[src/sv/tone_melody_sequencer_unit_macros.svh]
// Assertion macros shared by the tone melody sequencer modules.
`ifndef TONE_MELODY_SEQUENCER_UNIT_MACROS_SVH
`define TONE_MELODY_SEQUENCER_UNIT_MACROS_SVH

// same-cycle implication, checked on every rising edge out of reset
`define TMS_ASSERT_NOW(label, ante, cons, msg) \
label: assert property (@(posedge clk) disable iff (!arst_n) (ante) |-> (cons)) \
else $error(msg);

// next-cycle implication
`define TMS_ASSERT_NEXT(label, ante, cons, msg) \
label: assert property (@(posedge clk) disable iff (!arst_n) (ante) |=> (cons)) \
else $error(msg);

`endif

[src/sv/tms_pkg.sv]
// Types and constants of the tone melody sequencer.
`default_nettype none
package tms_pkg;

	localparam logic [1:0] OP_TICK    = 2'd0;
	localparam logic [1:0] OP_PLAY    = 2'd1;
	localparam logic [1:0] OP_STOP    = 2'd2;
	localparam logic [1:0] OP_NOTE_WR = 2'd3;

	localparam logic [15:0] PERIOD_STOPPED = 16'hFFFF;
	localparam logic [7:0]  PULSE_RESET    = 8'd10;

	typedef struct packed {
		logic [1:0]  opcode;
		logic [7:0]  note_address;
		logic [15:0] note_period;
		logic [15:0] note_duration;
		logic [7:0]  song_start;
		logic [8:0]  song_length;
	} item_t;

	typedef struct packed {
		logic       play;
		logic [7:0] start;
		logic [8:0] len;
	} cmd_t;

	typedef struct packed {
		logic [15:0] duration;
		logic [15:0] period;
	} note_t;

	typedef struct packed {
		logic  en;
		logic [7:0] index;
		note_t data;
	} note_wr_t;

	typedef struct packed {
		logic push;
		logic pop;
	} q_ctl_t;

	typedef struct packed {
		logic full;
		logic empty;
	} q_stat_t;

	typedef struct packed {
		logic        accepted;
		logic [15:0] period;
		logic [7:0]  compare;
		logic        active;
		logic [8:0]  position;
	} result_t;

endpackage
`default_nettype wire

[src/sv/tms_cmd_queue.sv]
// Command ring buffer with two registered read ports at the tail.
`default_nettype none
`include "tone_melody_sequencer_unit_macros.svh"
module tms_cmd_queue #(
	parameter int QUEUE_DEPTH = 16
) (
	input  wire logic            clk,
	input  wire logic            arst_n,
	input  wire tms_pkg::q_ctl_t ctl,
	input  wire tms_pkg::cmd_t   push_cmd,
	output tms_pkg::q_stat_t     stat,
	output tms_pkg::cmd_t        front,
	output tms_pkg::cmd_t        front_nx
);

	localparam int QW = $clog2(QUEUE_DEPTH);

	function automatic logic [QW-1:0] wrap_inc(input logic [QW-1:0] p);
		return (p == QW'(QUEUE_DEPTH - 1)) ? '0 : p + 1'b1;
	endfunction

	tms_pkg::cmd_t cmd_mem [QUEUE_DEPTH];
	tms_pkg::cmd_t rd0_q;
	tms_pkg::cmd_t rd1_q;
	logic [QW-1:0] head_q;
	logic [QW-1:0] tail_q;
	logic [QW-1:0] head_nx;
	logic [QW-1:0] tail_d;
	logic [QW-1:0] tail_d1;
	logic          do_push;

	assign head_nx    = wrap_inc(head_q);
	assign stat.full  = (head_nx == tail_q);
	assign stat.empty = (head_q == tail_q);
	assign do_push    = ctl.push && !stat.full;
	assign tail_d     = ctl.pop ? wrap_inc(tail_q) : tail_q;
	assign tail_d1    = wrap_inc(tail_d);

	always_ff @(posedge clk or negedge arst_n) begin
		if (!arst_n) begin
			head_q <= '0;
			tail_q <= '0;
		end else begin
			if (do_push) begin
				head_q <= head_nx;
			end
			tail_q <= tail_d;
		end
	end

	always_ff @(posedge clk) begin
		if (do_push) begin
			cmd_mem[head_q] <= push_cmd;
		end
		rd0_q <= (do_push && head_q == tail_d) ? push_cmd : cmd_mem[tail_d];
		rd1_q <= (do_push && head_q == tail_d1) ? push_cmd : cmd_mem[tail_d1];
	end

	assign front    = rd0_q;
	assign front_nx = (do_push && head_q == tail_d) ? push_cmd : (ctl.pop ? rd1_q : rd0_q);

	`TMS_ASSERT_NOW(a_pop_nonempty, ctl.pop, !stat.empty, "pop from empty command queue")
	`TMS_ASSERT_NEXT(a_full_hold, ctl.push && stat.full, $stable(head_q), "head moved on full queue")

endmodule
`default_nettype wire

[config.mk]
export PLATFORM = sky130hd
export DESIGN_NAME = tms_cmd_queue
export DESIGN_NICKNAME = d
export VERILOG_FILES = /design/src/sv/tms_pkg.sv /design/src/sv/tms_cmd_queue.sv
export VERILOG_INCLUDE_DIRS = /design/src /design/src/sv
export SDC_FILE = /design/constraint.sdc
export NUM_CORES = 1
export LEC_CHECK = 0
export ABC_CLOCK_PERIOD_IN_PS = 4500
export BUFFER_PORTS_ARGS = -buffer_cell sky130_fd_sc_hd__buf_2
export CAP_MARGIN = 10
export CORE_AREA = 3 3 188 209
export CTS_CLUSTER_DIAMETER = 60
export DETAILED_ROUTE_END_ITERATION = 10
export DIE_AREA = 0 0 191 212
export GPL_TIMING_DRIVEN = 0
export PLACE_DENSITY_LB_ADDON = 0.08
export RECOVER_POWER = 50
export SLEW_MARGIN = 20
export SYNTH_ARGS = -nofsm -noshare
export SYNTH_HDL_FRONTEND = slang
export SYNTH_SLANG_ARGS = --single-unit
export TNS_END_PERCENT = 30
[constraint.sdc]
create_clock -name clk -period 4.5 [get_ports clk]
set_input_delay 0.225 -clock clk [delete_from_list [all_inputs] [get_ports clk]]
set_output_delay 0.225 -clock clk [all_outputs]
set_load 0.005 [all_outputs]
==> qor.txt <==
status - complete, no violations
Syn-to-layout area delta - 14.7%
Max IR drop VDD - 0.000390 V
clock skew - 17.0 ps
max_slew headroom - 10.7%
Sw Share - 37.3%
hpwl dp - 27900 um
hold crit path type - input pin to flip-flop
reg2reg setup slack - 770 ps
worst slew pin tran - 1340 ps
fin util - 43.6%
kind of critical path - flip-flop to output port
hold path cells - 3
largest net degree at the start of global routing - 19
Power Dens Cells - 724 mW/mm^2
max-cap viol count - 0
total die area - 0.0405 mm^2
count of input and output buffers - 58
number of setup violations in the final report - 0
syn_nets - 784
IO Count - 60
DRC violations left - 0
post-route ant nets - 0
final-report hold violation count - 0
number of flops mapped to enable cells by yosys - 288
commonest non-fill, non-tap cell in the layout - edfxtp_1
Max Slew Vio Count - 0
arrival time worst endpoint - 3710 ps
crit path max fanout - 10
worst r2r dst - cmd_mem[3][7]
vias in the first global route - 9078
Seq cells post-synth - 304
synthesized area - 0.0141 mm^2
r2r startpoint - head_q[0]
grt total ovfl - 0
final WL - 43100 um
post-route clock period utilization - 87.4%
Worst setup EP type - output port
Clock Sinks - 304
Starting Density - 38.0%
Synth top area share - 61.3%
Nets - 883
highest-count cells in the layout ignoring fill and taps - edfxtp_1 (288), mux4_2 (144), clkbuf_1 (58)
Total GRT Usage - 21.5%
Final GP Congestion - 0.795
worst-case reg-to-reg path depth - 9
CTS Buf Count - 35
Reg clk slew, reported paths - 50 ps
Worst Hold Endpoint - tail_q[3]
First DRT Iteration DRCs - 836
Critical Path RT - 4280 ps
Die Ht - 212 um
Setup Buffers After CTS - 0
n_diodes - 0
Avg Cell Area, Syn - 18.7 um^2
net switching power - 4.38 mW
routed via count - 8302
synth warn - 0
global-route wire length before repair - 61800 um
Synth async-reset ratio - 2.63%
Fill cells - 3267
Synth Instances - 756
clock network fraction of total power - 24.1%
via/cell ratio - 6.04
ranking of synthesized cells by area - edfxtp_1 (61%), mux4_2 (23%), a22oi_1 (1.9%)
layout cells sized above 1 - 31.9%
Die X - 191 um
maximum root-to-sink buffer count - 3
Tmin final - 3930 ps
Gate power share - 44.9%
initial antenna violation count - 0
Synth area leader - edfxtp_1
Wirelength per Cell - 31.3 um
CTS tree - built
LEAKAGE - 5.18 nW
Synth cell types - 42
worst hold start - ctl[0]
Worst-Skew Late Latency - 510 ps
sequential power share - 31.0%
Worst setup SP type - flip-flop
ys flop type - edfxtp_1
Root Buffer - clkbuf_16
post-synthesis sequential area ratio - 63.8%
cell internal pwr - 7.36 mW
Fin Hold WS - 172 ps
Max H-tree Level - 2
Core Area - 0.0371 mm^2
drt pass-1 iters - 5
Max Freq - 0.254 GHz
RSZ-0062 raised after global routing - false
# rows - 74
-- cell usage after synthesis, types with 2 or more instances --
cell	n
nand4_1	18
buf_1	6
dfrtp_1	8
buf_6	3
o21ai_0	10
nor3_1	18
xor2_1	5
nand2b_1	2
o21ai_1	11
xnor2_1	8
ha_1	6
a21oi_1	20
and3_1	17
o22ai_1	34
buf_2	21
a22oi_1	36
nor2_1	5
buf_4	5
a31oi_1	3
nor2b_1	7
clkbuf_1	25
and2_1	4
nand2_1	24
dfxtp_1	8
mux4_2	144
mux2_2	4
inv_1	2
edfxtp_1	288
-- final cells by class --
class | instances | area [um^2] | area share [%]
Sequential cell | 304 | 9010 | 55.6
Multi-Input combinational cell | 388 | 4820 | 29.8
Clock buffer | 49 | 991 | 6.12
Tap cell | 494 | 618 | 3.82
Timing Repair Buffer | 62 | 300 | 1.85
Buffer | 61 | 295 | 1.82
Clock inverter | 14 | 153 | 0.943
Inverter | 3 | 11.3 | 0.0695
-- timing repair --
item,in CTS,in global routing
hold endpoints to repair,8,0
resized for setup,0,0
hold buffers,1,0
-- power by group through the flow --
stage,logic (mW),registers [mW],clock network [mW]
after detailed placement,5.31,3.69,0
final,5.27,3.63,2.83
after floorplan,3.36,3.63,0
after global placement,5.24,3.67,0
after global routing,5.59,3.67,3.01
after CTS,5.33,3.63,2.88
-- logic make-up after synthesis --
kind of cell / count (synthesis) / synth area share, %
flip-flops: 304 / 63.8
AO/OA/AOI/OAI: 120 / 5.34
multiplexers: 150 / 23.5
XOR/XNOR: 14 / 0.922
adder cells (fa/ha/maj): 6 / 0.532
buffers and inverters: 64 / 2.19
AND/OR/NAND/NOR: 98 / 3.74
-- registers in the layout (all words and copies together), names as in the netlist, named ones only --
| signal | count |
|---|---|
| cmd_mem | 288 |
| head_q | 4 |
| tail_q | 4 |
-- layer usage --
metal / part of all wire, % / GRT usage, % / vias up
li1: - / - / 3447
met2: 51 / 37.3 / 402
met5: 0 / 0 / -
met3: 7.0 / 3.78 / 80
met1: 40 / 28.2 / 4373
met4: 2.7 / 6.05 / 0
-- worst max-delay path by stage --
stage | slack (ps) | cells past startpoint | end | start
after global placement | -860 | 8 | cmd_mem[3][9] | head_q[0]
after CTS | 680 | 9 | front_nx[4] | flip-flop
after global routing | 400 | 10 | front_nx[15] | head_q[0]
after detailed placement | 1240 | 9 | front_nx[17] | flip-flop
after floorplan | 1190 | 8 | cmd_mem[3][0] | head_q[0]
final | 570 | 9 | front_nx[6] | tail_q[1]
-- worst max-delay path, stage by stage (launching register included) --
cell and delay, ps:
dfrtp_1 480, ha_1 250, a31oi_1 90, mux2_1 420, xnor2_1 190, nor3_4 490, clkbuf_1 680, nand4_1 160
o21ai_1 240, buf_2 190
-- stage by stage --
stage                     setup WS (ps)  std cells  total power [mW]  cell area, um^2  setup TNS (ps)
after global routing                404       1375              12.3            16200               0
after floorplan                    1190        756              6.98            14100               0
after detailed placement           1240       1311              9.00            15100               0
after CTS                           683       1375              11.8            16200               0
final                               566       1375              11.7            16200               0
after global placement             -857       1308              8.91            15000          -15380
No activity file was read; power rests on OpenSTA's default activity.
