==> src/sv/tone_melody_sequencer_unit_macros.svh <==
// Assertion macros shared by the tone melody sequencer modules.
`ifndef TONE_MELODY_SEQUENCER_UNIT_MACROS_SVH
`define TONE_MELODY_SEQUENCER_UNIT_MACROS_SVH

// same-cycle implication, checked on every rising edge out of reset
`define TMS_ASSERT_NOW(label, ante, cons, msg) \
label: assert property (@(posedge clk) disable iff (!arst_n) (ante) |-> (cons)) \
else $error(msg);

// next-cycle implication
`define TMS_ASSERT_NEXT(label, ante, cons, msg) \
label: assert property (@(posedge clk) disable iff (!arst_n) (ante) |=> (cons)) \
else $error(msg);

`endif

==> src/sv/tms_pkg.sv <==
// Types and constants of the tone melody sequencer.
`default_nettype none
package tms_pkg;

	localparam logic [1:0] OP_TICK    = 2'd0;
	localparam logic [1:0] OP_PLAY    = 2'd1;
	localparam logic [1:0] OP_STOP    = 2'd2;
	localparam logic [1:0] OP_NOTE_WR = 2'd3;

	localparam logic [15:0] PERIOD_STOPPED = 16'hFFFF;
	localparam logic [7:0]  PULSE_RESET    = 8'd10;

	typedef struct packed {
		logic [1:0]  opcode;
		logic [7:0]  note_address;
		logic [15:0] note_period;
		logic [15:0] note_duration;
		logic [7:0]  song_start;
		logic [8:0]  song_length;
	} item_t;

	typedef struct packed {
		logic       play;
		logic [7:0] start;
		logic [8:0] len;
	} cmd_t;

	typedef struct packed {
		logic [15:0] duration;
		logic [15:0] period;
	} note_t;

	typedef struct packed {
		logic  en;
		logic [7:0] index;
		note_t data;
	} note_wr_t;

	typedef struct packed {
		logic push;
		logic pop;
	} q_ctl_t;

	typedef struct packed {
		logic full;
		logic empty;
	} q_stat_t;

	typedef struct packed {
		logic        accepted;
		logic [15:0] period;
		logic [7:0]  compare;
		logic        active;
		logic [8:0]  position;
	} result_t;

endpackage
`default_nettype wire

==> src/sv/tms_player.sv <==
// Melody player state: note timing, command execution and result values.
`default_nettype none
`include "tone_melody_sequencer_unit_macros.svh"
module tms_player #(
	parameter int NOTE_DEPTH = 256
) (
	input  wire logic                          clk,
	input  wire logic                          arst_n,
	input  wire logic                          go,
	input  wire tms_pkg::item_t                item,
	input  wire logic [7:0]                    pulse_width,
	input  wire tms_pkg::q_stat_t              q_stat,
	input  wire tms_pkg::cmd_t                 front,
	input  wire tms_pkg::note_t                next_note,
	input  wire tms_pkg::note_t                first_note,
	input  wire logic [$clog2(NOTE_DEPTH)-1:0] first_addr,
	output tms_pkg::q_ctl_t                    q_ctl,
	output tms_pkg::cmd_t                      push_cmd,
	output tms_pkg::note_wr_t                  note_wr,
	output logic [$clog2(NOTE_DEPTH)-1:0]      next_addr,
	output tms_pkg::result_t                   result
);

	localparam int NAW = $clog2(NOTE_DEPTH);

	function automatic logic [NAW-1:0] wrap_inc(input logic [NAW-1:0] p);
		return (p == NAW'(NOTE_DEPTH - 1)) ? '0 : p + 1'b1;
	endfunction

	logic           active_q, active_d;
	logic [15:0]    per_q, per_d;
	logic [7:0]     cmp_q, cmp_d;
	logic [8:0]     pos_q, pos_d;
	logic [8:0]     len_q, len_d;
	logic [15:0]    el_q, el_d;
	logic [15:0]    dur_q, dur_d;
	logic [NAW-1:0] addr_q, addr_d;
	logic           acc;

	assign push_cmd.play  = (item.opcode == tms_pkg::OP_PLAY);
	assign push_cmd.start = item.song_start;
	assign push_cmd.len   = item.song_length;

	assign note_wr.en            = go && (item.opcode == tms_pkg::OP_NOTE_WR);
	assign note_wr.index         = item.note_address;
	assign note_wr.data.duration = item.note_duration;
	assign note_wr.data.period   = item.note_period;

	always_comb begin
		active_d = active_q;
		per_d    = per_q;
		cmp_d    = cmp_q;
		pos_d    = pos_q;
		len_d    = len_q;
		el_d     = el_q;
		dur_d    = dur_q;
		addr_d   = addr_q;
		acc      = 1'b1;
		q_ctl    = '0;
		if (go) begin
			unique case (item.opcode) inside
				tms_pkg::OP_TICK: begin
					if (active_q) begin
						el_d = el_q + 16'd1;
						if (el_d >= dur_q) begin
							pos_d = pos_q + 9'd1;
							if (pos_d >= len_q) begin
								active_d = 1'b0;
								per_d    = tms_pkg::PERIOD_STOPPED;
								cmp_d    = 8'd0;
							end else begin
								addr_d = wrap_inc(addr_q);
								el_d   = '0;
								dur_d  = next_note.duration;
								if (next_note.period == 16'd0) begin
									cmp_d = 8'd0;
								end else begin
									per_d = next_note.period;
									cmp_d = pulse_width;
								end
							end
						end
					end
					if (!q_stat.empty) begin
						q_ctl.pop = 1'b1;
						if (front.play && front.len != 9'd0) begin
							len_d    = front.len;
							pos_d    = '0;
							active_d = 1'b1;
							addr_d   = first_addr;
							el_d     = '0;
							dur_d    = first_note.duration;
							if (first_note.period == 16'd0) begin
								cmp_d = 8'd0;
							end else begin
								per_d = first_note.period;
								cmp_d = pulse_width;
							end
						end else begin
							active_d = 1'b0;
							per_d    = tms_pkg::PERIOD_STOPPED;
							cmp_d    = 8'd0;
						end
					end
				end
				tms_pkg::OP_PLAY, tms_pkg::OP_STOP: begin
					q_ctl.push = 1'b1;
					acc        = !q_stat.full;
				end
				tms_pkg::OP_NOTE_WR: begin
				end
				default: begin
				end
			endcase
		end
	end

	always_ff @(posedge clk or negedge arst_n) begin
		if (!arst_n) begin
			active_q <= 1'b0;
			per_q    <= tms_pkg::PERIOD_STOPPED;
			cmp_q    <= '0;
			pos_q    <= '0;
			len_q    <= '0;
			el_q     <= '0;
			dur_q    <= '0;
			addr_q   <= '0;
		end else begin
			active_q <= active_d;
			per_q    <= per_d;
			cmp_q    <= cmp_d;
			pos_q    <= pos_d;
			len_q    <= len_d;
			el_q     <= el_d;
			dur_q    <= dur_d;
			addr_q   <= addr_d;
		end
	end

	assign next_addr = wrap_inc(addr_d);

	assign result.accepted = acc;
	assign result.period   = per_d;
	assign result.compare  = cmp_d;
	assign result.active   = active_d;
	assign result.position = pos_d;

	`TMS_ASSERT_NOW(a_idle_silent, !active_q, (per_q == tms_pkg::PERIOD_STOPPED) && (cmp_q == 8'd0), "tone left on while idle")
	`TMS_ASSERT_NOW(a_pos_in_range, active_q, pos_q < len_q, "note position past melody end")

endmodule
`default_nettype wire
==> config.mk <==
export PLATFORM = sky130hd
export DESIGN_NAME = tms_player
export DESIGN_NICKNAME = d
export VERILOG_FILES = /design/src/sv/tms_pkg.sv /design/src/sv/tms_player.sv
export VERILOG_INCLUDE_DIRS = /design/src /design/src/sv
export SDC_FILE = /design/constraint.sdc
export NUM_CORES = 1
export LEC_CHECK = 0
export ABC_AREA = 1
export BUFFER_PORTS_ARGS = -buffer_cell sky130_fd_sc_hd__buf_2
export CAP_MARGIN = 20
export CORE_MARGIN = 4
export CORE_UTILIZATION = 39
export DETAILED_ROUTE_END_ITERATION = 10
export GPL_TIMING_DRIVEN = 0
export PLACE_DENSITY = 0.72
export RECOVER_POWER = 50
export SLEW_MARGIN = 20
export SYNTH_ARGS = -nofsm -noshare
export SYNTH_HDL_FRONTEND = slang
export SYNTH_SLANG_ARGS = --single-unit
==> constraint.sdc <==
create_clock -name clk -period 4.24 [get_ports clk]
set_input_delay 1.06 -clock clk [delete_from_list [all_inputs] [get_ports clk]]
set_output_delay 1.06 -clock clk [all_outputs]
set_load 0.005 [all_outputs]
==> run summary <==
- 1433 — fill cell total of the finished layout
- 3960 ps — Worst EP arrival
- -15.01% — worst slew slack as a fraction of its limit
- 1114 — total nets after synthesis
- 8.024 ps — clock skew after layout
- 0 — remaining antenna violation count
- 1 — Max-cap violations
- 60 ps — clock transition at the registers of the reported paths
- 32.40% — sequential element share of the synthesized area
- 40.31% — starting density of the core
- 0 — warning count from the yosys run
- 43.21% — area overhead of the layout relative to synthesis
- flip-flop — startpoint types
- 41 — count of distinct cell types in the synthesized netlist
- output port — Worst Setup End Kind
- done — TritonCTS clock tree
- 0 — number of enable flip-flop cells after synthesis
- 22060 µm — routed wire length
- 0 — total grt overflow
- 83 — total of flip-flops plus latches after synthesis
- 200 — number of buffers inserted by port buffering
- 5.132 — per-cell via count in the routed design
- 5 — number of buffers and inverters on the critical path
- buf_2, nand2_1, inv_1 — leading cell types in the layout, fill and taps excluded
- 1404 — number of standard cells in the final layout excluding fillers
- 2 — maximum count of clock buffers along a single path
- 0 — initial antenna violation count
- simple AND/OR/NAND/NOR gates — critical path's top delay family
- 32 — count of pins over their slew limit
- 32120 µm — first-pass GRT wire length
- 199.3 MHz — highest attainable clock frequency
- 1337 — placed cell count
- 5017 ps — minimum clock period after layout
- 420 ps — setup slack, reg-to-reg
- 0 — count of inserted antenna diode cells
- 42 — number of setup violations in the final report
- 0.8526 — final estimated routing congestion in global placement
- 545 — Starting DRT DRC Count
- max-capacitance violations, max-slew violations, negative setup slack — violations in the final reports
- 6472 µm² — cell area after synthesis
- 21.49% — global-route usage over all layers
- 0 — Residual DRC
- 6 — largest driver fanout on the critical path
- len_q[8] — worst min-delay path startpoint
- -790.4 ps — minimum setup slack after placement
- len_q[8] — worst hold path endpoint
- 136.8 µm — height of the die
- 18720 µm² — full die area
- 0.0004063 V — Peak VDD IR
- 266 — I/O pin count
- clkbuf_16 — clock tree root driver cell
- 9 — TritonCTS Buffers
- 5.974 mW — total power consumption of the routed design
- 15.71 µm — average wire per standard cell
- 1377 — NumNets Final
- flip-flop to output port — class of the most critical setup path
- -777.2 ps — Final Worst Setup Slack
- 6655 — vias in the first global route
- 136.8 µm — chip width
- el_q[10] — RR Endpoint
- 40.99% — share of post-route cells with drive strength above 1
- 83 — clk sinks
- 2 — worst hold path stage count
- 54 — largest net degree at the start of global routing
- dfrtp_1 — cell at the slowest stage of the critical path
- 7.035 µm² — mean instance size in the synthesized netlist
- 360 ps — clock latency at the later pin of the worst-skew pair
- 1725 ps — slew at the pin closest to its max-slew limit
- 118.3% — fin crit share
- true — setup repair after global routing missed its margin
- 920 — cells after synthesis
- 3180 ps — required time at the worst-slack endpoint
- 7205 — total vias in the final route
- 5 — 1st-pass router iterations
- 0 — Hold Fails Final Rpt
- flip-flop to flip-flop — type of the worst min-delay path
- 100.0% — proportion of register bits with asynchronous set or reset after synthesis
- 644.5 nW/µm² — power per unit of standard cell area
- el_q[1] — critical register-to-register path startpoint
- buf_2 — most common cell after layout, fill and taps aside
- 16060 µm² — area inside the core boundary
- 4.819 nW — Leakage Power
- 46 — floorplan row count
- dfrtp_1 — Post-synth top flop
- 3 — H-tree levels
- finished, violations left — run status
- 410 ps — delay of the slowest cell on the worst path
- 15720 µm — final HPWL from detailed placement
- 22 — number of cell instances on the worst register-to-register path
==> worst max path at each step <==
stage                     depth (start not counted)  slack, ps            to  startpoint
final                                            26       -780  next_addr[3]     el_q[1]
after global routing                             26      -1000  next_addr[3]     el_q[1]
after CTS                                        27       -700  next_addr[4]     el_q[1]
after detailed placement                         27       -790  next_addr[0]     el_q[0]
after global placement                           26       -790  next_addr[6]     el_q[0]
after floorplan                                  25       -190  next_addr[6]     el_q[0]
==> where the power goes <==
group	leakage (nW)	total (mW)	internal, mW	switching [mW]
Clock	0.159	0.840	0.501	0.339
Sequential	0.997	1.33	1.11	0.219
Combinational	3.66	3.80	1.76	2.04
Total	4.82	5.97	3.37	2.60
==> tightest hold or removal path: stages, from the launching register on <==
cell and delay, ps:
dfrtp_1 350, nand2_1 50, o21ai_0 60
==> cell usage after synthesis (3+ instances only) <==
library cell | instances | share of area (%)
nand2_1 | 186 | 11
inv_1 | 137 | 7.9
o21ai_0 | 79 | 6.1
nor2_1 | 68 | 3.9
dfrtp_1 | 67 | 26
buf_4 | 59 | 6.8
a21oi_1 | 42 | 3.2
o22ai_1 | 42 | 4.1
nand3_1 | 33 | 2.6
ha_1 | 32 | 6.2
clkbuf_1 | 23 | 1.3
dfstp_2 | 16 | 6.5
nand4_1 | 16 | 1.5
xor2_1 | 16 | 2.2
nor3_1 | 11 | 0.85
buf_2 | 10 | 0.77
o21ai_1 | 9 | 0.70
a31oi_1 | 8 | 0.77
a32oi_1 | 8 | 1.1
inv_2 | 6 | 0.35
nor4_1 | 6 | 0.58
o211ai_1 | 6 | 0.70
a22oi_1 | 4 | 0.46
nand3_2 | 4 | 0.62
xnor2_1 | 4 | 0.54
buf_1 | 3 | 0.17
nand2_2 | 3 | 0.29
nor2_2 | 3 | 0.29
==> cells by family (layout without fill, tap and decap cells) <==
kind of cell	Yosys count	after routing	synth area share (%)
simple gates	337	337	22.64
buf+inv	241	509	17.71
compound gates	206	206	18.19
flops	83	83	32.40
fa+ha+maj	32	32	6.186
xor+xnor	20	20	2.706
mux	1	1	0.1740
==> cell type report <==
type	count	area [µm²]	area share (%)
clock inverters	2	11.26	0.1215
inverters	145	556.8	6.007
clock buffers	14	306.5	3.307
well taps	216	270.3	2.916
plain buffers	96	678.2	7.316
flip-flops and latches	83	2098	22.64
repair buffers	252	1494	16.12
multi-input cells	596	3854	41.58
==> flip-flops by register name (all words and copies together), names as in the netlist <==
signal,flops
addr_q,8
dur_q,16
per_q,16
len_q,9
active_q,1
pos_q,9
el_q,16
cmp_q,8
==> stage by stage <==
step | hold slack [ps] | utilization (%) | instance area (µm²) | TNS [ps]
floorplan | 453.0 | - | 6520 | -1036
global placement | 476.4 | 48.52 | 7791 | -25630
detailed placement | 485.0 | 48.71 | 7821 | -26590
CTS | 500.0 | 52.95 | 8502 | -21650
global route | 542.2 | 57.72 | 9269 | -34000
finish | 498.4 | 57.72 | 9269 | -26450
==> per-layer routing <==
layer  up-vias  global-route usage [%]  part of all wire (%)
met5         -                       0                     0
li1       3484                       -                     -
met3        29                   4.412                   6.2
met1      3405                   27.57                    41
met4         0                   6.375                   1.7
met2       287                   36.58                    51
==> what timing repair did <==
item | in CTS | in global routing
pin swaps | 33 | 50
gates cloned | 1 | 2
setup endpoints to repair | 42 | 42
hold buffers | 0 | 0
gates resized for setup | 58 | 118
setup buffers | 18 | 30
Note: power is estimated with default switching activity, not from simulation.
